===== src/rtl/ctd_pkg.sv =====
// ----------------------------------------------------------------------------
// ctd_pkg
// Shared widths, face codes and stage payload types of the cube texel
// direction block.
// ----------------------------------------------------------------------------
package ctd_pkg;

   // Field widths
   localparam int COORD_W    = 11;   // texel column / row
   localparam int FACE_SEL_W = 3;    // face code
   localparam int FACE_W     = 12;   // face_size register
   localparam int DIR_W      = 16;   // Q1.15 direction
   localparam int WT_W       = 16;   // Q0.16 weight

   localparam int MAX_FACE_SIZE = 2048;
   localparam int FACE_SIZE_RST = 256;

   // Vector setup
   localparam int COMP_W = 14;       // signed vector component
   localparam int MAG_W  = 12;       // component magnitude
   localparam int SQ_W   = 2 * MAG_W;
   localparam int SUM_W  = 26;       // x^2 + y^2 + z^2

   // Root chain: t = floor(sqrt(N / s)), one result bit per cell
   localparam int NUM_CELLS    = 18;
   localparam int ROOT_W       = NUM_CELLS;
   localparam int FEED_W       = 2 * NUM_CELLS;  // low bits of N fed two per cell
   localparam int RES_W        = 48;             // remainder and s*t accumulator
   localparam int COMP_SHIFT   = 32;             // N = m^2 << 32 for a direction
   localparam int WEIGHT_SHIFT = 34;             // N = w^2 << 34 for the weight

   localparam int NUM_DIRS    = 3;
   localparam int NUM_LANES   = NUM_DIRS + 1;
   localparam int LANE_WEIGHT = NUM_DIRS;

   localparam logic [DIR_W-1:0] DIR_POS_MAX = {1'b0, {(DIR_W-1){1'b1}}};
   localparam logic [WT_W-1:0]  WT_MAX      = {WT_W{1'b1}};

   typedef enum logic [FACE_SEL_W-1:0] {
      FACE_POS_X = 3'd0,
      FACE_NEG_X = 3'd1,
      FACE_POS_Y = 3'd2,
      FACE_NEG_Y = 3'd3,
      FACE_POS_Z = 3'd4,
      FACE_NEG_Z = 3'd5
   } face_type;

   // One square-root lane in flight
   typedef struct packed {
      logic [RES_W-1:0]  rem;    // scaled remainder of N - t^2 * s
      logic [RES_W-1:0]  acc;    // s * t so far
      logic [ROOT_W-1:0] root;   // t so far
      logic [FEED_W-1:0] feed;   // bits of N not yet brought in
   } lane_type;

   // Payload handed from cell to cell
   typedef struct packed {
      logic [SUM_W-1:0]                sum_sq;
      lane_type [NUM_LANES-1:0]        lane;
      logic [NUM_DIRS-1:0]             neg;
      logic                            bad;
   } cell_data_type;

endpackage


===== src/rtl/ctd_cell.sv =====
// ----------------------------------------------------------------------------
// ctd_cell
// One digit step of the ratio square root, on all four lanes: brings in two
// bits of N, tests against s*(4t+1) and decides one bit of t.
// ----------------------------------------------------------------------------
module ctd_cell (
   input  logic                    clock,
   input  logic                    reset,
   input  logic                    in_valid,
   output logic                    in_ready,
   input  ctd_pkg::cell_data_type  in_data,
   output logic                    out_valid,
   input  logic                    out_ready,
   output ctd_pkg::cell_data_type  out_data
);
   import ctd_pkg::*;

   logic          valid_ff;
   cell_data_type data_ff, data_in;
   logic [NUM_LANES-1:0][RES_W-1:0] shifted, trial;
   logic [NUM_LANES-1:0]            fits;
   logic [RES_W-1:0]                s_ext;

   assign in_ready = !valid_ff || out_ready;

   // Digit step per lane: rem' = 4*rem + next bits, try s*(4t+1) = 4*acc + s
   always_comb begin
      s_ext          = RES_W'(in_data.sum_sq);
      data_in.sum_sq = in_data.sum_sq;
      data_in.neg    = in_data.neg;
      data_in.bad    = in_data.bad;
      for (int l = 0; l < NUM_LANES; l++) begin
         shifted[l] = {in_data.lane[l].rem[RES_W-3:0], in_data.lane[l].feed[FEED_W-1 -: 2]};
         trial[l]   = {in_data.lane[l].acc[RES_W-3:0], 2'b00} + s_ext;
         fits[l]    = (shifted[l] >= trial[l]);
         data_in.lane[l].rem  = fits[l] ? shifted[l] - trial[l] : shifted[l];
         data_in.lane[l].acc  = {in_data.lane[l].acc[RES_W-2:0], 1'b0}
                                + (fits[l] ? s_ext : '0);
         data_in.lane[l].root = {in_data.lane[l].root[ROOT_W-2:0], fits[l]};
         data_in.lane[l].feed = {in_data.lane[l].feed[FEED_W-3:0], 2'b00};
      end
   end

   always_ff @(posedge clock) begin
      if (reset) begin
         valid_ff <= 1'b0;
      end else if (in_ready) begin
         valid_ff <= in_valid;
      end
   end

   always_ff @(posedge clock) begin
      if (in_ready) begin
         data_ff <= data_in;
      end
   end

   assign out_valid = valid_ff;
   assign out_data  = data_ff;

endmodule


===== config.mk =====
export PLATFORM = sky130hd
export DESIGN_NAME = ctd_cell
export DESIGN_NICKNAME = d
export VERILOG_FILES = /design/src/rtl/ctd_pkg.sv /design/src/rtl/ctd_cell.sv
export SDC_FILE = /design/constraint.sdc
export NUM_CORES = 2
export LEC_CHECK = 0
export ABC_CLOCK_PERIOD_IN_PS = 15100
export BUFFER_PORTS_ARGS = -buffer_cell sky130_fd_sc_hd__buf_2
export CORE_AREA = 5 5 490 492
export DETAILED_ROUTE_END_ITERATION = 12
export DIE_AREA = 0 0 495 497
export PLACE_DENSITY = 0.41
export SLEW_MARGIN = 20
export SYNTH_ARGS = -nofsm -noshare
export SYNTH_HDL_FRONTEND = slang
export SYNTH_SLANG_ARGS = --single-unit
export TNS_END_PERCENT = 50

===== constraint.sdc =====
create_clock -name clock -period 15.1 [get_ports clock]
set_input_delay 0 -clock clock [delete_from_list [all_inputs] [get_ports clock]]
set_output_delay 0 -clock clock [all_outputs]
set_load 0.005 [all_outputs]

-- Word-level counts from Yosys, hierarchy flattened
Cells that the tools add are included.
- multiplexer cells: 8
- $add $sub $neg: 12
- order comparisons: 4
- reduce and logical (&&, ||, !) cells: 2
- operator list (kind ; count):
    $add A48 B26 Y48 ; 8
    $ge A48 B48 Y1 ; 4
    $mux W48 ; 4
    $sub A48 B48 Y48 ; 4
    $mux W26 ; 4
    $logic_not A1 Y1 ; 1
    $logic_or A1 B1 Y1 ; 1
- flip-flop bits (word level): 623
- word-level logic and storage cells: 46

-- Longest topological paths before layout
- depth in word-level cells: 4
- gate-level depth with buffers: 38
- depth with buffers taken out: 35

-- Least setup slack after synthesis
No wires, ideal clock.
- kind: input -> register
- start: in out_ready
- end: reg valid_ff, in the netlist out_valid
- stages on the path: 2
- setup slack: -0.983 ns
- arrival time: 15.374 ns
- library setup time: 0.709 ns
- buffers on the path: 0
- required time: 14.391 ns
- path through: nand2b_1 -> a21oi_1
- word-level cells in the longest chain between the ends: 1
- ends and longest elaborated chain (item ; line ; RTL):
    from (decl) ; ctd_cell.sv:13 ; input logic out_ready,
    $logic_or A1 B1 Y1 ; ctd_cell.sv:24 ; assign in_ready = !valid_ff || out_ready;
    to (signal assigned) ; ctd_cell.sv:48 ; valid_ff <= in_valid;
    to (decl) ; ctd_cell.sv:18 ; logic valid_ff;
Every way passes these cells.
A chain may end at the register's enable or synchronous reset.

==> run_results.csv <==
group,metric,value,unit
routing,wl_per_cell,24.15,um
routing,drt_iter0_drc,2494,
sta,setup_slack,4985,ps
placed_design,place_ws,5167,ps
sta,fmax,98.86,MHz
routing,drc,0,
critical_path,crit_arrival,10580,ps
critical_path,crit_path_end_kind,"flop",
routing,wl,239900,um
logic_synthesis,synth.most_common_cell,"edfxtp_1",
cts,cts_made_buffers,88,
routing,via_per_inst,4.423,
routing,ant_nets,0,
worst_hold_path,hp-class,"input pin to flop",
pwr,total_power,7.150,mW
critical_path,critPathSlowestCell,"a211oi_2",
critical_path,required,15570,ps
logic_synthesis,synth_top_area_share,0.4196,
logic_synthesis,yosys_most_used_dff,"edfxtp_1",
floorplanning,rows,178,
global_routing,antenna_found_initial,95,
sta,period_needed,10120,ps
sta,finClkSkew,35.12,ps
pwr,combPwrFrac,0.362,
floorplanning,dieHeight,497,um
critical_path,worst_path_largest_cell_delay,980,ps
logic_synthesis,synthArstFlopShare,0,
floorplanning,start_util,0.1896,
floorplanning,die-area,0.2460,sq mm
flow_run,maxCapViolCount,0,
floorplanning,dieWidth,495,um
logic_synthesis,ys_seq_area_frac,0.4201,
outcome,run_status,"finished clean",
critical_path,start_kind,"input pin",
critical_path,critPathKind,"input pin to flop",
logic_synthesis,synthTopCellsByCount,"edfxtp_1 (622), a21oi_1 (458), ha_1 (388)",
cts,h-tree-depth,3,
cts,root_buffer,"clkbuf_16",
logic_synthesis,syn_area_per_cell,9.925,sq um
cts,post_cts.repair.setup_buffers,0,
cts,cts_buffer_depth,3,
floorplanning,core_area,0.2347,sq mm
cts,clk_latency,740,ps
logic_synthesis,synth_warnings,0,
cts,postCtsHoldBufs,949,
floorplanning,pin_count,1266,
cts,cts.clk_slew.worst_paths,60,ps
critical_path,rr_worst_depth,4,
finish,finish.utilization,0.2856,
sta,rsz0062_at_grt,"false",
global_routing,track_usage,0.1857,
pwr,cellLeakagePower,28.39,nW
global_routing,grt_first_pass_wirelength,331800,um
pwr,clock_power_share,0.315,
finish,nets,7697,
cts,cts_tree,"built",
sta,fin_crit_sh,0.6699,
pwr,ir_drop,0.08046,mV
logic_synthesis,synthCells,4485,
placed_design,io_buffer_count,1241,
logic_synthesis,ys_ff_latch,623,
placed_design,dp_hpwl,192500,um
sta,hold_violations,0,
routing,routed-via-count,43940,
logic_synthesis,synth_edf_count,622,
finish,drive_above_1_share,0.2244,
sta,slew_headroom,0.2061,
sta,drv_slew,0,
global_routing,grt_max_degree,102,
finish,fillers,24980,
placed_design,gp_congestion,0.8791,
sta,holdWs,84.91,ps
logic_synthesis,synth.area.top_cells,"edfxtp_1 (42%), ha_1 (11%), xnor2_1 (6.1%), a21oi_1 (5.1%), xor2_1 (4.0%)",
global_routing,grt.overflow.total,0,
logic_synthesis,synth_area,0.04451,sq mm
critical_path,cp_max_fo,23,
routing,drtPass1Iterations,7,
cts,ctsResizeCount,0,
critical_path,crit_path_frequent_cell,"ha_1",
pwr,power.density,106.7,mW/mm^2
worst_hold_path,hold_depth,2,
pwr,power_frac_seq,0.323,
logic_synthesis,ys_types,97,
pwr,power.share.switching,0.3544,
cts,cts.sinks,623,
global_routing,grt_pass1_vias,44640,
logic_synthesis,synth_top_area_cell,"edfxtp_1",
sta,fin_tns_setup,0,ps
finish,area_delta_synth_final,50.60,%
pwr,p_sw,2.534,mW
pwr,p_int,4.616,mW
sta,setup_viol,0,
sta,tightest_slew,1189,ps
-- cells by family (layout without fill, tap and decap cells) --
family | after synthesis | after routing | share of synthesized area
AOI/OAI and AO/OA | 1275 | 1275 | 0.1827
xor gates and xnor gates | 513 | 513 | 0.1009
adders and majority gates | 400 | 400 | 0.1145
buffers and inverters | 276 | 2518 | 0.02603
DFF | 623 | 623 | 0.4201
muxes | 31 | 31 | 0.007786
other | 1 | 57 | 0.00008425
and+or+nand+nor | 1366 | 1366 | 0.1479
-- layout make-up --
| cell class | instances | area (sq um) | area share |
|---|---|---|---|
| flip-flops and latches | 623 | 18700 | 0.2789 |
| clock inverters | 61 | 805.8 | 0.01202 |
| diodes | 49 | 122.6 | 0.001829 |
| clock buffers | 100 | 2247 | 0.03352 |
| multi-input cells | 3593 | 24710 | 0.3687 |
| well taps | 3150 | 3941 | 0.05879 |
| repair buffers | 2228 | 16020 | 0.2390 |
| inverters | 129 | 484.2 | 0.007223 |
-- routing by layer --
layer	global-route usage	wire length, um	up-vias
li1	-	-	21030
met1	0.2120	95380	21050
met2	0.3262	115700	1425
met3	0.04112	14020	375
met4	0.09050	14490	56
met5	0	338	-
-- sequential cells by signal, summed over array words and instances, names as in the netlist --
register	flops
out_valid	1
out_data	622
-- power by group through the flow --
stage / clock [mW] / sequential [mW] / combinational [mW]
CTS: 2.34 / 2.32 / 2.62
finish: 2.25 / 2.31 / 2.59
global placement: 0 / 2.35 / 2.35
detailed placement: 0 / 2.35 / 2.34
global route: 2.40 / 2.33 / 2.83
floorplan: 0 / 2.38 / 1.30
-- final timing paths --
kind | start | endpoint | slack, ps
max | in_data[606] | out_data[255] | 4980
min | in_data[183] | out_data[185] | 80
max reg2reg | out_valid | out_data[382] | 11420
min reg2reg | out_valid | out_data[548] | 970
-- through the flow --
stage          area (sq um)  instances
6_report              67040       9933
5_1_grt               66990       9914
4_1_cts               66900       9883
3_5_place_dp          54350       8773
3_3_place_gp          54350       8773
2_1_floorplan         44540       4492
-- worst max-delay path, delay by kind of cell --
family / cells / cell delay (ps)
AO/OA/AOI/OAI: 16 / 5060
AND/OR/NAND/NOR: 9 / 1820
buffers and inverters: 6 / 1780
adder cells (fa/ha/maj): 5 / 1470
XOR/XNOR: 2 / 370
-- layout by cell type, fill, tap and decap left out, types with 196 or more instances in the layout --
cell and instances:
buf_2 1241, dlygate4sd3_1 950, edfxtp_1 622, a21oi_1 458, ha_1 388, nor2_1 359
nand2_1 359, xnor2_1 311, o21ai_0 226, xor2_1 202, a21o_1 196
No activity file was read; power rests on OpenSTA's default activity.
