===== config.mk =====
export PLATFORM = sky130hd
export DESIGN_NAME = ctd_round_flat
export DESIGN_NICKNAME = d
export VERILOG_FILES = /design/src/rtl/ctd_pkg.sv /design/src/rtl/ctd_if.sv /design/src/rtl/ctd_round.sv /design/src/flat_wrapper.sv
export SDC_FILE = /design/constraint.sdc
export NUM_CORES = 1
export LEC_CHECK = 0
export BUFFER_PORTS_ARGS = -buffer_cell sky130_fd_sc_hd__buf_2
export CORE_AREA = 5 5 267 269
export DETAILED_ROUTE_END_ITERATION = 8
export DIE_AREA = 0 0 272 274
export PLACE_DENSITY = 0.38
export SLEW_MARGIN = 40
export SYNTH_ARGS = -nofsm -noshare
export SYNTH_HDL_FRONTEND = slang
export SYNTH_SLANG_ARGS = --single-unit

===== constraint.sdc =====
create_clock -name clock -period 3 [get_ports clock]
set_input_delay 0.15 -clock clock [delete_from_list [all_inputs] [get_ports clock]]
set_output_delay 0.15 -clock clock [all_outputs]
set_load 0.03 [all_outputs]

===== src/rtl/ctd_pkg.sv =====
// ----------------------------------------------------------------------------
// ctd_pkg
// Shared widths, face codes and stage payload types of the cube texel
// direction block.
// ----------------------------------------------------------------------------
package ctd_pkg;

   // Field widths
   localparam int COORD_W    = 11;   // texel column / row
   localparam int FACE_SEL_W = 3;    // face code
   localparam int FACE_W     = 12;   // face_size register
   localparam int DIR_W      = 16;   // Q1.15 direction
   localparam int WT_W       = 16;   // Q0.16 weight

   localparam int MAX_FACE_SIZE = 2048;
   localparam int FACE_SIZE_RST = 256;

   // Vector setup
   localparam int COMP_W = 14;       // signed vector component
   localparam int MAG_W  = 12;       // component magnitude
   localparam int SQ_W   = 2 * MAG_W;
   localparam int SUM_W  = 26;       // x^2 + y^2 + z^2

   // Root chain: t = floor(sqrt(N / s)), one result bit per cell
   localparam int NUM_CELLS    = 18;
   localparam int ROOT_W       = NUM_CELLS;
   localparam int FEED_W       = 2 * NUM_CELLS;  // low bits of N fed two per cell
   localparam int RES_W        = 48;             // remainder and s*t accumulator
   localparam int COMP_SHIFT   = 32;             // N = m^2 << 32 for a direction
   localparam int WEIGHT_SHIFT = 34;             // N = w^2 << 34 for the weight

   localparam int NUM_DIRS    = 3;
   localparam int NUM_LANES   = NUM_DIRS + 1;
   localparam int LANE_WEIGHT = NUM_DIRS;

   localparam logic [DIR_W-1:0] DIR_POS_MAX = {1'b0, {(DIR_W-1){1'b1}}};
   localparam logic [WT_W-1:0]  WT_MAX      = {WT_W{1'b1}};

   typedef enum logic [FACE_SEL_W-1:0] {
      FACE_POS_X = 3'd0,
      FACE_NEG_X = 3'd1,
      FACE_POS_Y = 3'd2,
      FACE_NEG_Y = 3'd3,
      FACE_POS_Z = 3'd4,
      FACE_NEG_Z = 3'd5
   } face_type;

   // One square-root lane in flight
   typedef struct packed {
      logic [RES_W-1:0]  rem;    // scaled remainder of N - t^2 * s
      logic [RES_W-1:0]  acc;    // s * t so far
      logic [ROOT_W-1:0] root;   // t so far
      logic [FEED_W-1:0] feed;   // bits of N not yet brought in
   } lane_type;

   // Payload handed from cell to cell
   typedef struct packed {
      logic [SUM_W-1:0]                sum_sq;
      lane_type [NUM_LANES-1:0]        lane;
      logic [NUM_DIRS-1:0]             neg;
      logic                            bad;
   } cell_data_type;

endpackage


===== src/rtl/ctd_if.sv =====


interface ctd_rsp_if;
   import ctd_pkg::*;
   logic                    valid;
   logic                    ready;
   logic signed [DIR_W-1:0] dir_x;
   logic signed [DIR_W-1:0] dir_y;
   logic signed [DIR_W-1:0] dir_z;
   logic [WT_W-1:0]         solid_weight;
   logic                    bad_face;

   modport source (output valid, output dir_x, output dir_y, output dir_z,
                   output solid_weight, output bad_face, input ready);
   modport sink   (input valid, input dir_x, input dir_y, input dir_z,
                   input solid_weight, input bad_face, output ready);
endinterface



===== src/rtl/ctd_round.sv =====
// ----------------------------------------------------------------------------
// ctd_round
// Output stage: q = (t + 1) / 2 rounds each lane to nearest, applies the sign
// and saturation, and holds the result for the response channel.
// ----------------------------------------------------------------------------
module ctd_round (
   input  logic                    clock,
   input  logic                    reset,
   input  logic                    in_valid,
   output logic                    in_ready,
   input  ctd_pkg::cell_data_type  in_data,
   ctd_rsp_if.source               rsp
);
   import ctd_pkg::*;

   logic                           valid_ff;
   logic [NUM_DIRS-1:0][DIR_W-1:0] dir_ff, dir_in;
   logic [WT_W-1:0]                weight_ff, weight_in;
   logic                           bad_ff;
   logic [NUM_LANES-1:0][ROOT_W:0] bumped;
   logic [NUM_LANES-1:0][ROOT_W-1:0] q;

   assign in_ready = !valid_ff || rsp.ready;

   // Round half up, then sign and saturate
   always_comb begin
      for (int l = 0; l < NUM_LANES; l++) begin
         bumped[l] = {1'b0, in_data.lane[l].root} + (ROOT_W+1)'(1);
         q[l]      = bumped[l][ROOT_W:1];
      end
      for (int i = 0; i < NUM_DIRS; i++) begin
         if (in_data.bad) begin
            dir_in[i] = '0;
         end else if (in_data.neg[i]) begin
            dir_in[i] = DIR_W'(-q[i]);
         end else begin
            dir_in[i] = (q[i] > ROOT_W'(DIR_POS_MAX)) ? DIR_POS_MAX : DIR_W'(q[i]);
         end
      end
      if (in_data.bad) begin
         weight_in = '0;
      end else begin
         weight_in = (q[LANE_WEIGHT] > ROOT_W'(WT_MAX)) ? WT_MAX : WT_W'(q[LANE_WEIGHT]);
      end
   end

   always_ff @(posedge clock) begin
      if (reset) begin
         valid_ff <= 1'b0;
      end else if (in_ready) begin
         valid_ff <= in_valid;
      end
   end

   always_ff @(posedge clock) begin
      if (in_ready) begin
         dir_ff    <= dir_in;
         weight_ff <= weight_in;
         bad_ff    <= in_data.bad;
      end
   end

   assign rsp.valid        = valid_ff;
   assign rsp.dir_x        = dir_ff[0];
   assign rsp.dir_y        = dir_ff[1];
   assign rsp.dir_z        = dir_ff[2];
   assign rsp.solid_weight = weight_ff;
   assign rsp.bad_face     = bad_ff;

endmodule


===== src/flat_wrapper.sv =====
// flat-port wrapper written by rule: the top's interface ports become plain ports
module ctd_round_flat import ctd_pkg::*;
  (clock, reset, in_valid, in_ready, in_data, rsp_valid, rsp_dir_x, rsp_dir_y, rsp_dir_z, rsp_solid_weight, rsp_bad_face, rsp_ready);
  ctd_rsp_if rsp_i ();
  input  logic clock;
  input  logic reset;
  input  logic in_valid;
  output logic in_ready;
  input  ctd_pkg::cell_data_type in_data;
  output wire logic [$bits(rsp_i.valid)-1:0] rsp_valid;
  output wire logic [$bits(rsp_i.dir_x)-1:0] rsp_dir_x;
  output wire logic [$bits(rsp_i.dir_y)-1:0] rsp_dir_y;
  output wire logic [$bits(rsp_i.dir_z)-1:0] rsp_dir_z;
  output wire logic [$bits(rsp_i.solid_weight)-1:0] rsp_solid_weight;
  output wire logic [$bits(rsp_i.bad_face)-1:0] rsp_bad_face;
  input wire logic [$bits(rsp_i.ready)-1:0] rsp_ready;
  assign rsp_valid = rsp_i.valid;
  assign rsp_dir_x = rsp_i.dir_x;
  assign rsp_dir_y = rsp_i.dir_y;
  assign rsp_dir_z = rsp_i.dir_z;
  assign rsp_solid_weight = rsp_i.solid_weight;
  assign rsp_bad_face = rsp_i.bad_face;
  assign rsp_i.ready = rsp_ready;
  ctd_round u_core (.clock(clock), .reset(reset), .in_valid(in_valid), .in_ready(in_ready), .in_data(in_data), .rsp(rsp_i));
endmodule

Yosys cells after proc, flatten, opt, wreduce, memory -nomap -nowiden. Index checks and enable logic that the tools add are counted.

Magnitude comparators: 4. Mux-type cells: 7. Reductions and logical operators: 2. Add/sub/neg operators: 7.

Operator list (count): $mux 16 (7); $add 18x1->19 const B (4); $gt 18x15->1 const B (3); $neg 16->16 (3); $gt 18x16->1 const B (1); $logic_not 1->1 (1); $logic_or 1x1->1 (1).

Register bits: 66.

Depth between registers and ports, before layout.
Depth after elaboration: 4. Mapped depth: 9. Depth with buffers taken out: 9.

Worst setup path before layout. No wires, ideal clock.

Path kind: register to register. Start: register u_core.valid_ff (netlist: u_core.rsp.valid). End: register u_core.bad_ff (netlist: u_core.rsp.bad_face) (enable). Buffers on the path: 0. Arrival: 2156 ps. Data required time: 2555 ps. Clock period less this slack: 2601 ps. Path slack: 399 ps. Library setup time: 445 ps. Cell stages (with the launch flop): 2. Cells stage by stage: dfxtp_1 -> nand2b_1.

Longest elaborated chain between the ends: 2.

Ends and longest elaborated chain: from (decl) (line ctd_round.sv:16) `logic valid_ff;`; from (signal assigned) (line ctd_round.sv:51) `valid_ff <= in_valid;`; $logic_not 1->1 (line ctd_round.sv:23) `assign in_ready = !valid_ff || rsp.ready;`; $logic_or 1x1->1 (line ctd_round.sv:23); via in_ready (line flat_wrapper.sv:8) `output logic in_ready;`; to (signal assigned) (line ctd_round.sv:59) `bad_ff <= in_data.bad;`; to (decl) (line ctd_round.sv:19) `logic bad_ff;`.

The timed path passes the listed nets, and every way through them passes these cells. A chain may end at the register's enable or synchronous reset.

Worst setup path after layout.
Start: input port in_data[40] (netlist bit). End: register u_core.dir_ff, in the netlist u_core.rsp.dir_x[3] (data pin).

Longest elaborated chain between the ends: 4. Elaborated cells between the ends (all ways): 5.

Ends and longest elaborated chain: from (decl) (line flat_wrapper.sv:9) `input ctd_pkg::cell_data_type in_data;`; $add 18x1->19 * (line ctd_round.sv:28) `bumped[l] = {1'b0, in_data.lane[l].root} + (ROOT_W+1)'(1);`; $gt 18x15->1 (line ctd_round.sv:37) `dir_in[i] = (q[i] > ROOT_W'(DIR_POS_MAX)) ? DIR_POS_MAX : DIR_W'(q[i]);`; $mux 16 (line ctd_round.sv:37); $mux 16 * (line ctd_round.sv:34) `end else if (in_data.neg[i]) begin`; to (signal assigned) (line ctd_round.sv:57) `dir_ff <= dir_in;`; to (decl) (line ctd_round.sv:17) `logic [NUM_DIRS-1:0][DIR_W-1:0] dir_ff, dir_in;`.

Every way passes the cells marked *; elsewhere a longest branch is shown, timed or not.

==> impl_metrics.tcl <==
set metrics [dict create \
    final_max_slew_viol_count 0 \
    min_from "in_data[498]" \
    cp.required_ps 3080 \
    dieArea_um2 74500 \
    overflow 0 \
    grt_start_max_net_pins 44 \
    yosysUniqueCellTypes 71 \
    tightest_slew_ps 769 \
    async_reset_ff_share_pct 0 \
    setup_violations 0 \
    cts.path.max_buffers 2 \
    ioPinCount 701 \
    status "finished clean" \
    final_common_cell "buf_2" \
    ys_ff_latch 66 \
    rsz0062_at_grt "no" \
    crit_fanout 12 \
    p_per_area_nw_per_um2 414 \
    gp_congestion 0.771 \
    drive_gt1_share_pct 30.2 \
    skew_ps 6.45 \
    start_util_pct 7.72 \
    max_freq_mhz 431 \
    max_cap_violations 0 \
    die_width_um 272 \
    drtIter0Drc 275 \
    layout_common_cells "146 x buf_2, 65 x edfxtp_1, 49 x xnor2_1" \
    gr-usage-all-layers_pct 6.05 \
    end_kind "flip-flop" \
    fin_tns_setup_ps 0 \
    min_path_type "in2reg" \
    path_cells "buf_2 -> ha_1 -> nand3_2 -> buf_4 -> nor4_2 -> nand4bb_1 -> a211oi_1 -> buf_4 -> a21oi_1 -> o21ai_0 -> nor2_1" \
    via_per_inst 3.10 \
    cp_top_family "simple AND/OR/NAND/NOR gates" \
    hold_slack_ps 195 \
    critical-path-slowest-cell "nor4_2" \
    grt_pass1_wl_mm 33.0 \
    antenna_left 0 \
    cts_resized 0 \
    crit_path_start "in_data[40]" \
    netlist_area_um2 5280 \
    placement_rows 96 \
    crit_buf_inv 3 \
    ys_seq_area_share_pct 37.4 \
    cts_sinks 66 \
    post_cts_buffers 0 \
    yosys_warnings 0 \
    netlist_instances 561 \
    nets 1355 \
    start_kind "input port" \
    min_period_ps 2320 \
    cpPeakStageDelay_ps 340 \
    area_growth_pct 42.7 \
    insertion_delay_ps 370 \
    crit_top_cell "buf_4" \
    clk_pin_slew_ps 70 \
    portBuffers 146 \
    wl_per_cell_um 14.2 \
    antenna_found_initial 23 \
    p_leak_uw 0.00259 \
    dp_hpwl_mm 18.3 \
    syn-num-nets 1205 \
    ys.flop_type "edfxtp_1" \
    htree_levels 3 \
    hold_viol 0 \
    drcViolationCount 0 \
    crit_type "in2reg" \
    avgSynthCellArea_um2 9.40 \
    post-route-period-util_pct 77.3 \
    clockRootBuffer "clkbuf_16" \
    synth_edf_count 65 \
    die_h_um 274 \
    irDropWorstVdd_uv 447 \
    routed_wl_mm 22.7 \
    drt-pass1-iter-count 6 \
    cts_tree "built" \
    crit_arrival_ps 2400 \
    vias 4969 \
    numCtsBuffers 9 \
    core-area_um2 68300 \
    timing.slew.headroom_pct 48.8 \
    grt_pass1_vias 4933 \
    finalPower_uw 3120 \
    hold_buffers 2 \
    r2r_start "u_core.rsp.valid" \
]
## report_power, final
group          switching (µW)  internal [µW]
logic                     517            246
clock network             475            736
registers                27.8           1110
total                    1020           2100
## through the flow
step           instance area [µm²]  instances  setup slack, ps  util (%)
3_3_place_gp                  7170       1580              290      10.5
4_1_cts                       7510       1598              669      11.0
2_1_floorplan                 5280        561              399         -
3_5_place_dp                  7170       1580              281      10.5
5_1_grt                       7520       1600              435      11.0
6_report                      7530       1604              680      11.0
## cell type report
class	instances	area, µm²
clock buffer	9	225
inverter	19	71.3
sequential	66	1970
multi-input combinational	442	3090
tap	882	1100
fill	7830	60800
clock inverter	7	101
antenna	6	15.0
timing repair buffer	173	951
## path summary, 6_finish.rpt
path                                      to  slack [ps]  depth (start not counted)
setup / recovery         u_core.rsp.dir_x[3]         680                         11
hold / removal    u_core.rsp.solid_weight[7]         190                          3
setup reg to reg            u_core.rsp.valid        1330                          3
hold reg to reg          u_core.rsp.dir_x[1]        1070                          1
## worst min-delay path, delay by kind of cell
family / cells / cell delay [ps]
xor+xnor: 1 / 70
compound gates: 1 / 130
buf+inv: 1 / 100
## cells in the mapped netlist, types with 3 or more instances
master	instances	area share (%)
buf_2	6	0.57
nor4_1	4	0.47
nor3_1	16	1.5
xnor2_1	49	8.1
nand4_1	20	2.4
ha_1	10	2.4
nand3_1	34	3.2
o31ai_1	3	0.43
a21oi_1	40	3.8
mux2_2	4	0.85
edfxtp_1	65	37
xor2_1	41	6.8
nor4b_1	4	0.66
a211oi_1	6	0.85
a31oi_1	5	0.59
or3_1	4	0.47
clkbuf_1	22	1.6
and4_1	5	0.83
nor3b_1	4	0.57
o21ai_0	10	0.95
nand2_1	33	2.3
and3_1	10	1.2
nor2_1	37	2.6
o21a_1	6	0.85
and2_1	10	1.2
a221oi_1	27	4.5
mux2i_1	4	0.76
buf_4	4	0.57
inv_1	19	1.4
a221oi_2	3	0.85
a21o_1	4	0.57
## cell families (layout without fill, tap and decap cells)
logic type               after synthesis  after routing  share of synthesized area, %
AO/OA/AOI/OAI                        128            128                          17.4
XOR/XNOR                              90             90                          14.9
adder cells (fa/ha/maj)               10             10                          2.37
buffers and inverters                 53            208                          4.22
flip-flops                            66             66                          37.4
multiplexers                           8              8                          1.61
other                                  0              6                             0
AND/OR/NAND/NOR                      206            206                          22.1
## flip-flops by register name, summed over array words and instances (netlist names)
name	count
u_core.rsp.dir_x	16
u_core.rsp.dir_y	16
u_core.rsp.dir_z	16
u_core.rsp.solid_weight	16
u_core.rsp.bad_face	1
u_core.rsp.valid	1
## per-layer routing
layer  wire, µm  track usage, %  vias up
met5         81               0        -
met4        705            2.15       12
met3       1820            2.85       51
met2      10800            10.1      141
met1       9330            6.80     2344
li1           -               -     2421
Power figures use the tool's default switching activity.
