==> src/rtl/ctd_pkg.sv <==
// ----------------------------------------------------------------------------
// ctd_pkg
// Shared widths, face codes and stage payload types of the cube texel
// direction block.
// ----------------------------------------------------------------------------
package ctd_pkg;

   // Field widths
   localparam int COORD_W    = 11;   // texel column / row
   localparam int FACE_SEL_W = 3;    // face code
   localparam int FACE_W     = 12;   // face_size register
   localparam int DIR_W      = 16;   // Q1.15 direction
   localparam int WT_W       = 16;   // Q0.16 weight

   localparam int MAX_FACE_SIZE = 2048;
   localparam int FACE_SIZE_RST = 256;

   // Vector setup
   localparam int COMP_W = 14;       // signed vector component
   localparam int MAG_W  = 12;       // component magnitude
   localparam int SQ_W   = 2 * MAG_W;
   localparam int SUM_W  = 26;       // x^2 + y^2 + z^2

   // Root chain: t = floor(sqrt(N / s)), one result bit per cell
   localparam int NUM_CELLS    = 18;
   localparam int ROOT_W       = NUM_CELLS;
   localparam int FEED_W       = 2 * NUM_CELLS;  // low bits of N fed two per cell
   localparam int RES_W        = 48;             // remainder and s*t accumulator
   localparam int COMP_SHIFT   = 32;             // N = m^2 << 32 for a direction
   localparam int WEIGHT_SHIFT = 34;             // N = w^2 << 34 for the weight

   localparam int NUM_DIRS    = 3;
   localparam int NUM_LANES   = NUM_DIRS + 1;
   localparam int LANE_WEIGHT = NUM_DIRS;

   localparam logic [DIR_W-1:0] DIR_POS_MAX = {1'b0, {(DIR_W-1){1'b1}}};
   localparam logic [WT_W-1:0]  WT_MAX      = {WT_W{1'b1}};

   typedef enum logic [FACE_SEL_W-1:0] {
      FACE_POS_X = 3'd0,
      FACE_NEG_X = 3'd1,
      FACE_POS_Y = 3'd2,
      FACE_NEG_Y = 3'd3,
      FACE_POS_Z = 3'd4,
      FACE_NEG_Z = 3'd5
   } face_type;

   // One square-root lane in flight
   typedef struct packed {
      logic [RES_W-1:0]  rem;    // scaled remainder of N - t^2 * s
      logic [RES_W-1:0]  acc;    // s * t so far
      logic [ROOT_W-1:0] root;   // t so far
      logic [FEED_W-1:0] feed;   // bits of N not yet brought in
   } lane_type;

   // Payload handed from cell to cell
   typedef struct packed {
      logic [SUM_W-1:0]                sum_sq;
      lane_type [NUM_LANES-1:0]        lane;
      logic [NUM_DIRS-1:0]             neg;
      logic                            bad;
   } cell_data_type;

endpackage

==> src/rtl/ctd_if.sv <==
// ----------------------------------------------------------------------------
// ctd_if
// Valid/ready channels of the cube texel direction block: texel requests,
// direction results and the face_size write port.
// ----------------------------------------------------------------------------
interface ctd_req_if;
   import ctd_pkg::*;
   logic                  valid;
   logic                  ready;
   logic [COORD_W-1:0]    texel_col;
   logic [COORD_W-1:0]    texel_row;
   logic [FACE_SEL_W-1:0] face;

   modport source (output valid, output texel_col, output texel_row, output face,
                   input ready);
   modport sink   (input valid, input texel_col, input texel_row, input face,
                   output ready);
endinterface


==> src/rtl/ctd_front.sv <==
// ----------------------------------------------------------------------------
// ctd_front
// Three-stage setup: builds the texel-centre vector for the face, squares the
// components, then forms s = x^2 + y^2 + z^2 and the starting lane state of
// the root chain.
// ----------------------------------------------------------------------------
module ctd_front (
   input  logic                         clock,
   input  logic                         reset,
   ctd_req_if.sink                      req,
   input  logic [ctd_pkg::FACE_W-1:0]   face_size,
   output logic                         out_valid,
   input  logic                         out_ready,
   output ctd_pkg::cell_data_type       out_data
);
   import ctd_pkg::*;

   // Stage A: vector
   logic                           a_valid_ff;
   logic [NUM_DIRS-1:0][MAG_W-1:0] a_mag_ff, a_mag_in;
   logic [NUM_DIRS-1:0]            a_neg_ff, a_neg_in;
   logic [FACE_W-1:0]              a_w_ff, a_w_in;
   logic                           a_bad_ff, a_bad_in;
   logic                           a_ready;

   // Stage B: squares
   logic                           b_valid_ff;
   logic [NUM_DIRS-1:0][SQ_W-1:0]  b_sq_ff, b_sq_in;
   logic [SQ_W-1:0]                b_wsq_ff, b_wsq_in;
   logic [NUM_DIRS-1:0]            b_neg_ff;
   logic                           b_bad_ff;
   logic                           b_ready;

   // Stage C: sum and lane start
   logic                           c_valid_ff;
   cell_data_type                  c_data_ff, c_data_in;
   logic                           c_ready;

   logic signed [COMP_W-1:0]               a_val, b_val, w_val;
   logic signed [NUM_DIRS-1:0][COMP_W-1:0] vec;
   logic [SUM_W-1:0]                       sum;

   // Ready chain: a stage loads when empty or when its contents move on
   assign c_ready   = !c_valid_ff || out_ready;
   assign b_ready   = !b_valid_ff || c_ready;
   assign a_ready   = !a_valid_ff || b_ready;
   assign req.ready = a_ready;

   // Stage A next: a = 2*col - w + 1, b = w - 2*row - 1, per-face swizzle
   always_comb begin
      a_w_in = (face_size > FACE_W'(MAX_FACE_SIZE)) ? FACE_W'(MAX_FACE_SIZE) : face_size;
      w_val  = $signed({{(COMP_W-FACE_W){1'b0}}, a_w_in});
      a_val  = $signed({{(COMP_W-COORD_W-1){1'b0}}, req.texel_col, 1'b0}) - w_val
               + COMP_W'(1);
      b_val  = w_val - $signed({{(COMP_W-COORD_W-1){1'b0}}, req.texel_row, 1'b0})
               - COMP_W'(1);
      a_bad_in = 1'b0;
      case (face_type'(req.face))
         FACE_POS_X: begin
            vec[0] = w_val;   vec[1] = b_val;   vec[2] = -a_val;
         end
         FACE_NEG_X: begin
            vec[0] = -w_val;  vec[1] = b_val;   vec[2] = a_val;
         end
         FACE_POS_Y: begin
            vec[0] = a_val;   vec[1] = w_val;   vec[2] = -b_val;
         end
         FACE_NEG_Y: begin
            vec[0] = a_val;   vec[1] = -w_val;  vec[2] = b_val;
         end
         FACE_POS_Z: begin
            vec[0] = a_val;   vec[1] = b_val;   vec[2] = w_val;
         end
         FACE_NEG_Z: begin
            vec[0] = -a_val;  vec[1] = b_val;   vec[2] = -w_val;
         end
         default: begin
            vec      = '0;
            a_bad_in = 1'b1;
         end
      endcase
      for (int i = 0; i < NUM_DIRS; i++) begin
         a_neg_in[i] = vec[i][COMP_W-1];
         a_mag_in[i] = a_neg_in[i] ? MAG_W'(-vec[i]) : MAG_W'(vec[i]);
      end
   end

   // Stage B next: squares of the magnitudes and of w
   always_comb begin
      for (int i = 0; i < NUM_DIRS; i++) begin
         b_sq_in[i] = a_mag_ff[i] * a_mag_ff[i];
      end
      b_wsq_in = SQ_W'(a_w_ff) * SQ_W'(a_w_ff);
   end

   // Stage C next: s and the starting remainder / feed bits of each lane
   always_comb begin
      sum = SUM_W'(b_sq_ff[0]) + SUM_W'(b_sq_ff[1]) + SUM_W'(b_sq_ff[2]);
      c_data_in.sum_sq = (b_bad_ff || sum == '0) ? SUM_W'(1) : sum;
      c_data_in.neg    = b_neg_ff;
      c_data_in.bad    = b_bad_ff;
      for (int i = 0; i < NUM_DIRS; i++) begin
         c_data_in.lane[i].rem  = RES_W'({b_sq_ff[i], {COMP_SHIFT{1'b0}}} >> FEED_W);
         c_data_in.lane[i].feed = FEED_W'({b_sq_ff[i], {COMP_SHIFT{1'b0}}});
         c_data_in.lane[i].acc  = '0;
         c_data_in.lane[i].root = '0;
      end
      c_data_in.lane[LANE_WEIGHT].rem  = RES_W'({b_wsq_ff, {WEIGHT_SHIFT{1'b0}}} >> FEED_W);
      c_data_in.lane[LANE_WEIGHT].feed = FEED_W'({b_wsq_ff, {WEIGHT_SHIFT{1'b0}}});
      c_data_in.lane[LANE_WEIGHT].acc  = '0;
      c_data_in.lane[LANE_WEIGHT].root = '0;
   end

   // Valid bits
   always_ff @(posedge clock) begin
      if (reset) begin
         a_valid_ff <= 1'b0;
         b_valid_ff <= 1'b0;
         c_valid_ff <= 1'b0;
      end else begin
         if (a_ready) a_valid_ff <= req.valid;
         if (b_ready) b_valid_ff <= a_valid_ff;
         if (c_ready) c_valid_ff <= b_valid_ff;
      end
   end

   // Payload
   always_ff @(posedge clock) begin
      if (a_ready) begin
         a_mag_ff <= a_mag_in;
         a_neg_ff <= a_neg_in;
         a_w_ff   <= a_w_in;
         a_bad_ff <= a_bad_in;
      end
      if (b_ready) begin
         b_sq_ff  <= b_sq_in;
         b_wsq_ff <= b_wsq_in;
         b_neg_ff <= a_neg_ff;
         b_bad_ff <= a_bad_ff;
      end
      if (c_ready) begin
         c_data_ff <= c_data_in;
      end
   end

   assign out_valid = c_valid_ff;
   assign out_data  = c_data_ff;

endmodule

==> src/flat_wrapper.sv <==
// flat-port wrapper written by rule: the top's interface ports become plain ports
module ctd_front_flat import ctd_pkg::*;
  (clock, reset, face_size, out_valid, out_ready, out_data, req_valid, req_texel_col, req_texel_row, req_face, req_ready);
  ctd_req_if req_i ();
  input  logic clock;
  input  logic reset;
  input  logic [ctd_pkg::FACE_W-1:0] face_size;
  output logic out_valid;
  input  logic out_ready;
  output ctd_pkg::cell_data_type out_data;
  input wire logic [$bits(req_i.valid)-1:0] req_valid;
  input wire logic [$bits(req_i.texel_col)-1:0] req_texel_col;
  input wire logic [$bits(req_i.texel_row)-1:0] req_texel_row;
  input wire logic [$bits(req_i.face)-1:0] req_face;
  output wire logic [$bits(req_i.ready)-1:0] req_ready;
  assign req_i.valid = req_valid;
  assign req_i.texel_col = req_texel_col;
  assign req_i.texel_row = req_texel_row;
  assign req_i.face = req_face;
  assign req_ready = req_i.ready;
  ctd_front u_core (.clock(clock), .reset(reset), .req(req_i), .face_size(face_size), .out_valid(out_valid), .out_ready(out_ready), .out_data(out_data));
endmodule
==> config.mk <==
export PLATFORM = sky130hd
export DESIGN_NAME = ctd_front_flat
export DESIGN_NICKNAME = d
export VERILOG_FILES = /design/src/rtl/ctd_pkg.sv /design/src/rtl/ctd_if.sv /design/src/rtl/ctd_front.sv /design/src/flat_wrapper.sv
export SDC_FILE = /design/constraint.sdc
export NUM_CORES = 1
export LEC_CHECK = 0
export BUFFER_PORTS_ARGS = -buffer_cell sky130_fd_sc_hd__buf_2
export CAP_MARGIN = 20
export CORE_AREA = 2 2 276 278
export CTS_BUF_LIST = sky130_fd_sc_hd__clkbuf_4
export DETAILED_ROUTE_END_ITERATION = 10
export DIE_AREA = 0 0 278 280
export GPL_TIMING_DRIVEN = 0
export PLACE_DENSITY = 0.71
export SYNTH_ARGS = -nofsm -noshare
export SYNTH_HDL_FRONTEND = slang
export SYNTH_SLANG_ARGS = --single-unit
==> constraint.sdc <==
create_clock -name clock -period 13.1 [get_ports clock]
set_input_delay 1.31 -clock clock [delete_from_list [all_inputs] [get_ports clock]]
set_output_delay 1.31 -clock clock [all_outputs]
set_load 0.01 [all_outputs]
After elaboration in Yosys (flattened, before gate mapping)
Cells that the tools add are included.
Word-level totals
  bits in registers: 281
  word-level logic and storage cells: 64
Operators by class
  mux-type cells: 6
  multiply operators: 4
  reductions and logical operators: 10
  eq/ne operators: 5
  $lt $le $gt $ge: 1
  $add $sub $neg: 12
Operator list (count)
  42-bit case mux with 6 select lines: 1
  12-bit by 12-bit multiplier with 24-bit output: 4
  12-bit two-way mux: 4
  12-bit negation: 3
  14-bit negation: 2
  26-bit by 24-bit adder with 26-bit output: 1
  26-bit zero test: 1
  12-bit by 12-bit subtractor with 13-bit output: 2
  24-bit by 24-bit adder with 25-bit output: 1
  14-bit by 2-bit adder with 14-bit output (second input constant): 1
  12-bit negation with 14-bit output: 1
  14-bit by 2-bit subtractor with 14-bit output (second input constant): 1
  12-bit > comparator (second input constant): 1
  3-bit by 2-bit equality test with 1-bit output (second input constant): 2
  3-bit equality test (second input constant): 2
  6-bit OR reduction: 1
  1-bit logical OR: 4
  3-bit by 1-bit equality test with 1-bit output (second input constant): 1
  1-bit zero test: 3
  3-bit zero test: 1
  1-bit two-way mux: 1

Longest topological paths before layout
Gate-level depths: netlist of run 1.
  depth in word-level cells: 8
  gate-level depth with buffers: 24
  mapped depth without buffers: 24

Worst setup path after synthesis of run 1
No wires, ideal clock.
  kind: register to register
  from: register u_core.a_w_ff[7]
  to: register u_core.b_wsq_ff[23], data pin
  library setup time: 0.281 ns
  path slack: 7.564 ns
  period minus slack after synthesis: 5.536 ns
  path buffers: 1
  data required time: 12.819 ns
  arrival time: 5.255 ns
  cell stages (with the launch flop): 20
  cells stage by stage: edfxtp_1 -> clkbuf_1 -> inv_1 -> nor2_1 -> fa_1 -> inv_1 -> fa_1 -> fa_1 -> inv_1 -> fa_1 -> fa_1 -> ha_1 -> a21oi_1 -> o21ai_0 -> a211oi_1 -> nor2_1 -> o41ai_1 -> o21ai_0 -> o41ai_1 -> o211ai_1
Between the ends
  cells in the longest elaborated chain, start to end: 1
Ends and longest elaborated chain
  start: declaration: line ctd_front.sv:22  | logic [FACE_W-1:0] a_w_ff, a_w_in;
  start signal: assignment: line ctd_front.sv:132  | a_w_ff <= a_w_in;
  12-bit by 12-bit multiplier with 24-bit output: line ctd_front.sv:93  | b_wsq_in = SQ_W'(a_w_ff) * SQ_W'(a_w_ff);
  net u_core.b_wsq_in[23]: line ctd_front.sv:29  | logic [SQ_W-1:0] b_wsq_ff, b_wsq_in;
  end signal: assignment: line ctd_front.sv:137  | b_wsq_ff <= b_wsq_in;
  end: declaration: line ctd_front.sv:29
The timed path passes the listed nets, and every way through them passes these cells.
A chain may end at the register's enable or synchronous reset.

Worst setup path after layout of run 1
Same ends and word-level chain as after synthesis.

==> flow_results.org, run 1 <==
** Synthesis
- The synthesized netlist occupies a cell area of 33300 sq um.
- Of the post-synthesis cell area, the dominant cell type holds 0.243.
- Total of flip-flops plus latches after synthesis :: 273
- Post-synthesis instance total :: 3427
- Each instance of the synthesized netlist takes up on average 9.73 sq um.
- Async S/R FF share, synth :: 0
- After synthesis, the cell types taking the most area are sky130_fd_sc_hd__edfxtp_1, sky130_fd_sc_hd__fa_1, sky130_fd_sc_hd__ha_1, sky130_fd_sc_hd__buf_4, sky130_fd_sc_hd__inv_1.
- Count of distinct cell types in the synthesized netlist :: 97
- For this run, the leading register cell type out of synthesis is sky130_fd_sc_hd__edfxtp_1.
- Yosys mapped a number of flops with a built-in enable equal to 270.
- The largest total area in the synthesized netlist belongs to sky130_fd_sc_hd__edfxtp_1.
- Share of the yosys chip area belonging to registers :: 0.245
- For this run, the number of Yosys warnings is 0.

** Outcome
- Outcome :: completed

** Timing
- In the finished design, the share of the clock period the worst path needs comes to 0.511.
- Setup repair after global routing left no endpoint under its margin.
- Number of hold violations in the final report :: 0
- The worst pin sits at a relative slew slack of 0.360.
- Worst Skew :: 0.0829 ns
- Total negative slack :: 0 ns
- Final critical delay including setup and external delays :: 6.69 ns
- Final Max Slew Viols :: 0
- Slew of the pin with the lowest slew margin :: 0.949 ns
- Final Setup Violations :: 0
- Derived from the worst setup path, the maximum achievable clock frequency is 149 MHz.

** Worst setup path
- Worst Setup EP :: u_core.b_wsq_ff[23]
- Counting cells, the worst reg-to-reg path comes to 19.
- In this run the worst setup path begins at u_core.a_w_ff[7].
- The critical path is of the register to register type.
- The startpoint identified for the worst register-to-register timing path is u_core.a_w_ff[7].
- Worst Setup Start Kind :: register
- In this run the register-to-register setup slack is 6.41 ns.
- Endpoint type of the worst setup path :: register
- Data arrives at the worst endpoint at 7.21 ns.
- Of all nets on the critical path, the largest fanout is 10.
- The worst register-to-register path ends at u_core.b_wsq_ff[23].
- Required time at the endpoint of the critical path :: 13.62 ns

** Detailed routing
- Summed over all layers, the routed wires come to 76700 um.
- Detailed-route via count :: 24099
- DRT Pass-1 Iters :: 6
- Detailed router's first-iteration violation count :: 1535
- In the routed layout, each cell is associated on average with a via count of 4.62.
- Dividing the detail-routed wire length by the instance count gives 14.7 um.
- Detail Route Antenna Nets :: 0
- DRC violation count after routing :: 0

** Run
- Max_cap viols :: 0

** Global routing
- Via count of the first global-routing pass :: 23839
- The first global-routing pass estimated 122000 um of wire.
- Global-route usage over all layers :: 0.196
- Number of antenna violations at the first check in global routing :: 9
- Pin count of the biggest net entering global routing :: 97
- Sum of overflow across all layers after global routing :: 0

** Clock network
- CTS built an H-tree with a depth of 3.
- CTS tree :: built
- Clock Path Buffers :: 3
- CTS sink cnt :: 273
- Once the clock tree was built, the setup fixing pass inserted 0 buffers.
- CTS clock-pin slew for the worst setup and hold paths :: 0.07 ns
- Number of buffers inserted by hold repair at cts :: 0
- In this run the clock root is driven by a sky130_fd_sc_hd__clkbuf_4.
- The later pin in the worst-skew pair is clocked with a latency of 0.81 ns.
- Gates resized during post-CTS repair numbered 0.
- CTS buffer count :: 72

** Placed design
- Routability-driven placement finished with a final weighted congestion of 0.932.
- Sum of net half-perimeters after detailed placement :: 64700 um
- Input and output buffers added on the ports amount to 162.

** Floorplanning
- The initialized floorplan defines 101 standard-cell rows.
- Die area :: 77800 sq um
- In this run the count of I/O pins placed on the die edge is 673.
- Die height :: 280 um
- Core footprint :: 75200 sq um
- In this run the horizontal extent of the chip is 278 um.
- Initial core utilization :: 0.444

** Finish
- Leaving out fill and tap cells, the most frequent cell in the layout is sky130_fd_sc_hd__buf_4.
- Area overhead of the layout relative to synthesis :: 15.1%
- After the last flow step, the layout net total stands at 4836.
- Share of the core filled with cells in the final layout :: 0.510
- Top library cells by usage in the layout, fill and taps aside :: sky130_fd_sc_hd__buf_4, sky130_fd_sc_hd__conb_1, sky130_fd_sc_hd__inv_1
- The layout has 6963 filler cells.
- Share of final-layout standard cells stronger than drive strength 1 :: 0.202

** Min path
- The tightest min-delay check is of the register to register type.
## critical path, cell delays in order, from the launching register on
cell	delay (ns)
sky130_fd_sc_hd__edfxtp_1	0.32
sky130_fd_sc_hd__clkbuf_1	0.44
sky130_fd_sc_hd__inv_1	0.23
sky130_fd_sc_hd__nor2_1	0.28
sky130_fd_sc_hd__fa_1	0.44
sky130_fd_sc_hd__inv_1	0.08
sky130_fd_sc_hd__fa_1	0.44
sky130_fd_sc_hd__fa_1	0.49
sky130_fd_sc_hd__inv_1	0.05
sky130_fd_sc_hd__fa_1	0.50
sky130_fd_sc_hd__fa_1	0.49
sky130_fd_sc_hd__ha_1	0.35
sky130_fd_sc_hd__a21oi_1	0.14
sky130_fd_sc_hd__o21ai_0	0.19
sky130_fd_sc_hd__a211oi_1	0.35
sky130_fd_sc_hd__nor2_1	0.15
sky130_fd_sc_hd__o41ai_1	0.43
sky130_fd_sc_hd__o21ai_0	0.24
sky130_fd_sc_hd__o41ai_1	0.63
sky130_fd_sc_hd__o211ai_1	0.18
## flip-flops by register name, summed over array words and instances, names as in the netlist
| register | flops |
|---|---|
| u_core.a_w_ff | 12 |
| u_core.out_data | 122 |
| u_core.b_valid_ff | 1 |
| u_core.b_neg_ff | 3 |
| u_core.b_bad_ff | 1 |
| u_core.a_valid_ff | 1 |
| u_core.b_wsq_ff | 23 |
| u_core.b_sq_ff | 69 |
| u_core.out_valid | 1 |
| u_core.a_bad_ff | 1 |
| u_core.a_mag_ff | 36 |
| u_core.a_neg_ff | 3 |
## cell families (layout without fill, tap and decap cells)
family          after synthesis  after routing  share of synthesized area
other cells                   1            513                   0.000112
simple gates                804            804                      0.124
xor+xnor                    220            220                     0.0593
flops                       273            273                      0.245
fa+ha+maj                   622            622                      0.304
compound gates              419            419                     0.0840
mux                          14             14                    0.00450
buf+inv                    1074           1368                      0.179
## layer usage
layer  vias to the layer above  GRT usage  share of wire
li1                      11766          -              -
met1                     11339      0.241           0.40
met2                       849      0.342           0.50
met3                       139     0.0319          0.064
met4                         6     0.0819          0.034
met5                         -          0        0.00044
## synthesized netlist by cell type (72+ instances only)
| library cell | count |
|---|---|
| sky130_fd_sc_hd__ha_1 | 307 |
| sky130_fd_sc_hd__xnor2_1 | 142 |
| sky130_fd_sc_hd__o21ai_0 | 86 |
| sky130_fd_sc_hd__a21oi_1 | 111 |
| sky130_fd_sc_hd__nand2_1 | 189 |
| sky130_fd_sc_hd__inv_1 | 478 |
| sky130_fd_sc_hd__xor2_1 | 72 |
| sky130_fd_sc_hd__fa_1 | 315 |
| sky130_fd_sc_hd__buf_4 | 510 |
| sky130_fd_sc_hd__nor2_1 | 161 |
| sky130_fd_sc_hd__and2_1 | 183 |
| sky130_fd_sc_hd__clkbuf_1 | 73 |
| sky130_fd_sc_hd__edfxtp_1 | 270 |
## area by class of cell
class	count	area, sq um	area share
buffer	593	4150	0.108
tap	978	1220	0.0319
clock inverter	26	221	0.00577
inverter	481	1820	0.0473
clock buffer	103	773	0.0201
antenna	5	12.5	0.000326
sequential	273	8170	0.213
multi-input combinational	2587	21100	0.550
timing repair buffer	165	886	0.0231
## per-stage QoR
step                worst slack (ns)  cells  hold WS [ns]  area, sq um
floorplan                       7.56   3934         0.400        35300
global placement                6.26   5074         0.404        37300
detailed placement              6.21   5077         0.405        37400
CTS                             6.55   5206         0.418        38400
global route                    5.99   5211         0.428        38400
finish                          6.41   5211         0.419        38400
## worst min-delay path by stage
stage	start	end	slack (ns)	cells after the start
finish	u_core.b_wsq_ff[5]	u_core.out_data[559]	0.42	0
global route	u_core.b_wsq_ff[23]	u_core.out_data[577]	0.43	0
CTS	u_core.b_wsq_ff[14]	u_core.out_data[568]	0.42	0
detailed placement	u_core.b_wsq_ff[10]	u_core.out_data[564]	0.40	0
global placement	u_core.b_neg_ff[1]	u_core.out_data[2]	0.40	0
floorplan	u_core.a_bad_ff	u_core.b_bad_ff	0.40	0
Power of run 1 is not shown: default switching activity piles up to over one toggle a cycle in this logic, so the estimate is an artifact.
==> run 2: changes to the inputs <==
--- a/config.mk
+++ b/config.mk
@@ -12,7 +12,7 @@
 export DETAILED_ROUTE_END_ITERATION = 10
 export DIE_AREA = 0 0 278 280
 export GPL_TIMING_DRIVEN = 0
-export PLACE_DENSITY = 0.71
+export PLACE_DENSITY = 0.73
 export SYNTH_ARGS = -nofsm -noshare
 export SYNTH_HDL_FRONTEND = slang
 export SYNTH_SLANG_ARGS = --single-unit
==> constraint.sdc (replaced) <==
create_clock -name clock -period 5.9 [get_ports clock]
set_input_delay 0.59 -clock clock [delete_from_list [all_inputs] [get_ports clock]]
set_output_delay 0.59 -clock clock [all_outputs]
set_load 0.01 [all_outputs]
==> flow_results.org, run 2 (synthesis gave the netlist of run 1 again) <==
** Outcome
- Outcome :: completed (unchanged)

** Worst setup path
- The worst endpoint data arrival time is 6.29 ns (was 7.21 ns).
- Most used cell along the critical path :: sky130_fd_sc_hd__fa_1 (unchanged)
- Maximum fanout along the worst path :: 10 (unchanged)
- The sum of buffers and inverters on the critical path came to 4 (unchanged).
- Worst path top cell family by delay :: adder cells (unchanged)
- Largest stage delay on the critical path :: 0.49 ns (was 0.63 ns)
- Worst R2R Setup Slack :: 0.20 ns (was 6.41 ns)
- Category of the critical setup timing path :: register to register (unchanged)
- Cells along the critical path :: clkbuf_2 -> and2_1 -> fa_1 -> ha_1 -> fa_1 -> inv_1 -> fa_1 -> fa_1 -> inv_1 -> ha_1 -> inv_1 -> o21ai_0 -> a21oi_1 -> o21ai_0 -> a21oi_2 -> o211a_1 -> a211oi_1 -> o21a_1 -> o21a_1 -> o41a_1 -> xor2_1 (was clkbuf_1 -> inv_1 -> nor2_1 -> fa_1 -> inv_1 -> fa_1 -> fa_1 -> inv_1 -> fa_1 -> fa_1 -> ha_1 -> a21oi_1 -> o21ai_0 -> a211oi_1 -> nor2_1 -> o41ai_1 -> o21ai_0 -> o41ai_1 -> o211ai_1)
- The endpoint type of the worst setup path was a register (unchanged).
- Highest-delay cell along the critical path :: sky130_fd_sc_hd__fa_1 (was sky130_fd_sc_hd__o41ai_1)
- The critical path launch point type is a register (unchanged).
- Required time at the endpoint of the critical path :: 6.49 ns (was 13.62 ns)

** Run
- The max-capacitance violation count was 0 (unchanged).

** Timing
- Slew of the pin with the lowest slew margin :: 0.868 ns (was 0.949 ns)
- The final period demand of the worst path was 5.70 ns (was 6.69 ns).
- The hold violation total from the final report came to 0 (unchanged).
- The highest clock frequency the design can meet is 176 MHz (was 149 MHz).
- The worst relative slew slack was 0.422 (was 0.360).
- The post-route clock period utilization was 0.966 (was 0.511).
- The total of endpoints with negative setup slack in the final report was 0 (unchanged).
- The total count of max-transition violations in the final report was 0 (unchanged).
- The worst clock skew is 0.0772 ns (was 0.0829 ns).

** Floorplanning
- The site row count was 101 (unchanged).
- The full die area is 77800 sq um (unchanged).
- Core footprint :: 75200 sq um (unchanged)
- The floorplan die height was 280 um (unchanged).
- Initial core utilization :: 0.444 (unchanged)
- The floorplan die width was 278 um (unchanged).
- Top-level I/O count :: 673 (unchanged)

** Detailed routing
- The sum of routed wire length over all layers came to 76900 um (was 76700 um).
- Detailed-route via count :: 24411 (was 24099)
- Detailed router's first-iteration violation count :: 1397 (was 1535)
- The remaining antenna violation count after routing came to 0 (unchanged).
- The routed wire length per instance was 14.6 um (was 14.7 um).
- The via density per instance came to 4.65 (was 4.62).
- The first-pass detailed-route iteration total came to 6 (unchanged).
- DRC violation count after routing :: 0 (unchanged)

** Finish
- Most common cell after layout, fill and taps aside :: sky130_fd_sc_hd__buf_4 (unchanged)
- The share of cells above drive strength 1 was 0.229 (was 0.202).
- Largest register FFs :: 122 (unchanged)
- Top library cells by usage in the layout, fill and taps aside: sky130_fd_sc_hd__buf_4, sky130_fd_sc_hd__conb_1, sky130_fd_sc_hd__inv_1 (unchanged).
- Filler-free cell count of the finished design :: 5254 (was 5211)
- Area taken by multi-input logic gates :: 21300 sq um (was 21100 sq um)
- The relative area change from synthesis to final layout is 17.2% (was 15.1%).
- Sequential standard cell area :: 8170 sq um (unchanged)
- Number of filler instances in the final layout :: 6733 (was 6963)
- The post-layout net count came to 4876 (was 4836).

** Min path
- Worst min-delay path class :: input port to register (was register to register)

** Clock network
- Clock latency on the worst-skew pair :: 0.86 ns (was 0.81 ns)
- CTS clock-pin slew for the worst setup and hold paths :: 0.07 ns (about the same)
- CTS tree :: built (unchanged)
- The depth of the CTS H-tree was 3 (unchanged).
- The cell at the root of the clock tree was sky130_fd_sc_hd__clkbuf_4 (unchanged).
- The deepest clock path buffer count came to 3 (unchanged).
- CTS sink cnt :: 273 (unchanged)
- The TritonCTS buffer count was 71 (was 72).

** Global routing
- Global-route usage over all layers :: 0.195 (was 0.196)
- Pin count of the biggest net entering global routing :: 99 (was 97)
- Sum of overflow across all layers after global routing :: 0 (unchanged)
- Via count of the first global-routing pass :: 24158 (was 23839)
- The wire length of the first global-routing pass was 122000 um (about the same).
- Number of antenna violations at the first check in global routing :: 9 (unchanged)

** Placed design
- The number of port buffers was 162 (unchanged).
- The global placer's final weighted congestion is 0.948 (was 0.932).
- Placed Instances :: 5077 (unchanged)
- The HPWL after detailed placement came to 64000 um (was 64700 um).
==> run 2: changes by cell type in the layout (fill, tap and decap cells not counted), sizes merged <==
| cell | previous run | this run |
|---|---|---|
| buf | 685 | 753 |
| clkbuf | 176 | 144 |
| bufinv | 4 | 6 |
| dlygate4sd3 | 0 | 2 |
| clkinvlp | 1 | 2 |
| diode | 5 | 6 |
| inv | 482 | 483 |
==> run 2: cell type report <==
cell class	count	share of cell area
repair buffers	225	0.0343
flip-flops and latches	273	0.209
multi-input cells	2587	0.546
plain buffers	574	0.106
clock buffers	100	0.0192
diodes	6	0.000384
clock inverters	30	0.00772
inverters	481	0.0465
well taps	978	0.0313
==> run 2: worst paths after layout <==
kind | cells past startpoint | start | endpoint
worst max-delay path | 21 | u_core.a_mag_ff[14] | u_core.b_sq_ff[45]
worst min-delay path | 4 | out_ready | u_core.out_valid
worst max register to register | 21 | u_core.a_mag_ff[14] | u_core.b_sq_ff[45]
worst min register to register | 0 | u_core.b_neg_ff[2] | u_core.out_data[3]
==> run 2: what timing repair did <==
item / CTS / global route
pin swaps: 4 / 22
endpoints found under the hold margin: 3 / 0
endpoints found under the setup margin: 19 / 19
resized for setup: 46 / 69
hold buffers: 2 / 0
buffers inserted: 14 / 44
==> run 2: routing by layer <==
metal  vias up  GRT usage  part of all wire
li1      11869          -                 -
met1     11646      0.240              0.41
met2       761      0.352              0.51
met3       131     0.0254             0.056
met4         4     0.0647             0.027
met5         -          0           0.00026
==> run 2: metrics by stage <==
stage                      util  setup TNS (ns)  worst slack (ns)  cell area, sq um  hold slack, ns
after global routing      0.520          -0.113           -0.0415             39100          0.0879
after floorplan               -               0             0.364             35300           0.400
after CTS                 0.513               0            0.0139             38600          0.0299
final                     0.520               0             0.203             39100           0.102
after global placement    0.496           -3.18            -0.500             37300           0.403
after detailed placement  0.497           -4.87            -0.699             37400           0.405
==> run 2: worst register-to-register path, cell delays in order, from the launching register on <==
cell	delay, ns
sky130_fd_sc_hd__edfxtp_1	0.45
sky130_fd_sc_hd__clkbuf_2	0.22
sky130_fd_sc_hd__and2_1	0.23
sky130_fd_sc_hd__fa_1	0.47
sky130_fd_sc_hd__ha_1	0.21
sky130_fd_sc_hd__fa_1	0.49
sky130_fd_sc_hd__inv_1	0.06
sky130_fd_sc_hd__fa_1	0.48
sky130_fd_sc_hd__fa_1	0.49
sky130_fd_sc_hd__inv_1	0.04
sky130_fd_sc_hd__ha_1	0.31
sky130_fd_sc_hd__inv_1	0.07
sky130_fd_sc_hd__o21ai_0	0.09
sky130_fd_sc_hd__a21oi_1	0.23
sky130_fd_sc_hd__o21ai_0	0.14
sky130_fd_sc_hd__a21oi_2	0.22
sky130_fd_sc_hd__o211a_1	0.24
sky130_fd_sc_hd__a211oi_1	0.12
sky130_fd_sc_hd__o21a_1	0.24
sky130_fd_sc_hd__o21a_1	0.20
sky130_fd_sc_hd__o41a_1	0.32
sky130_fd_sc_hd__xor2_1	0.15
Power of run 2 is left out for the same reason.
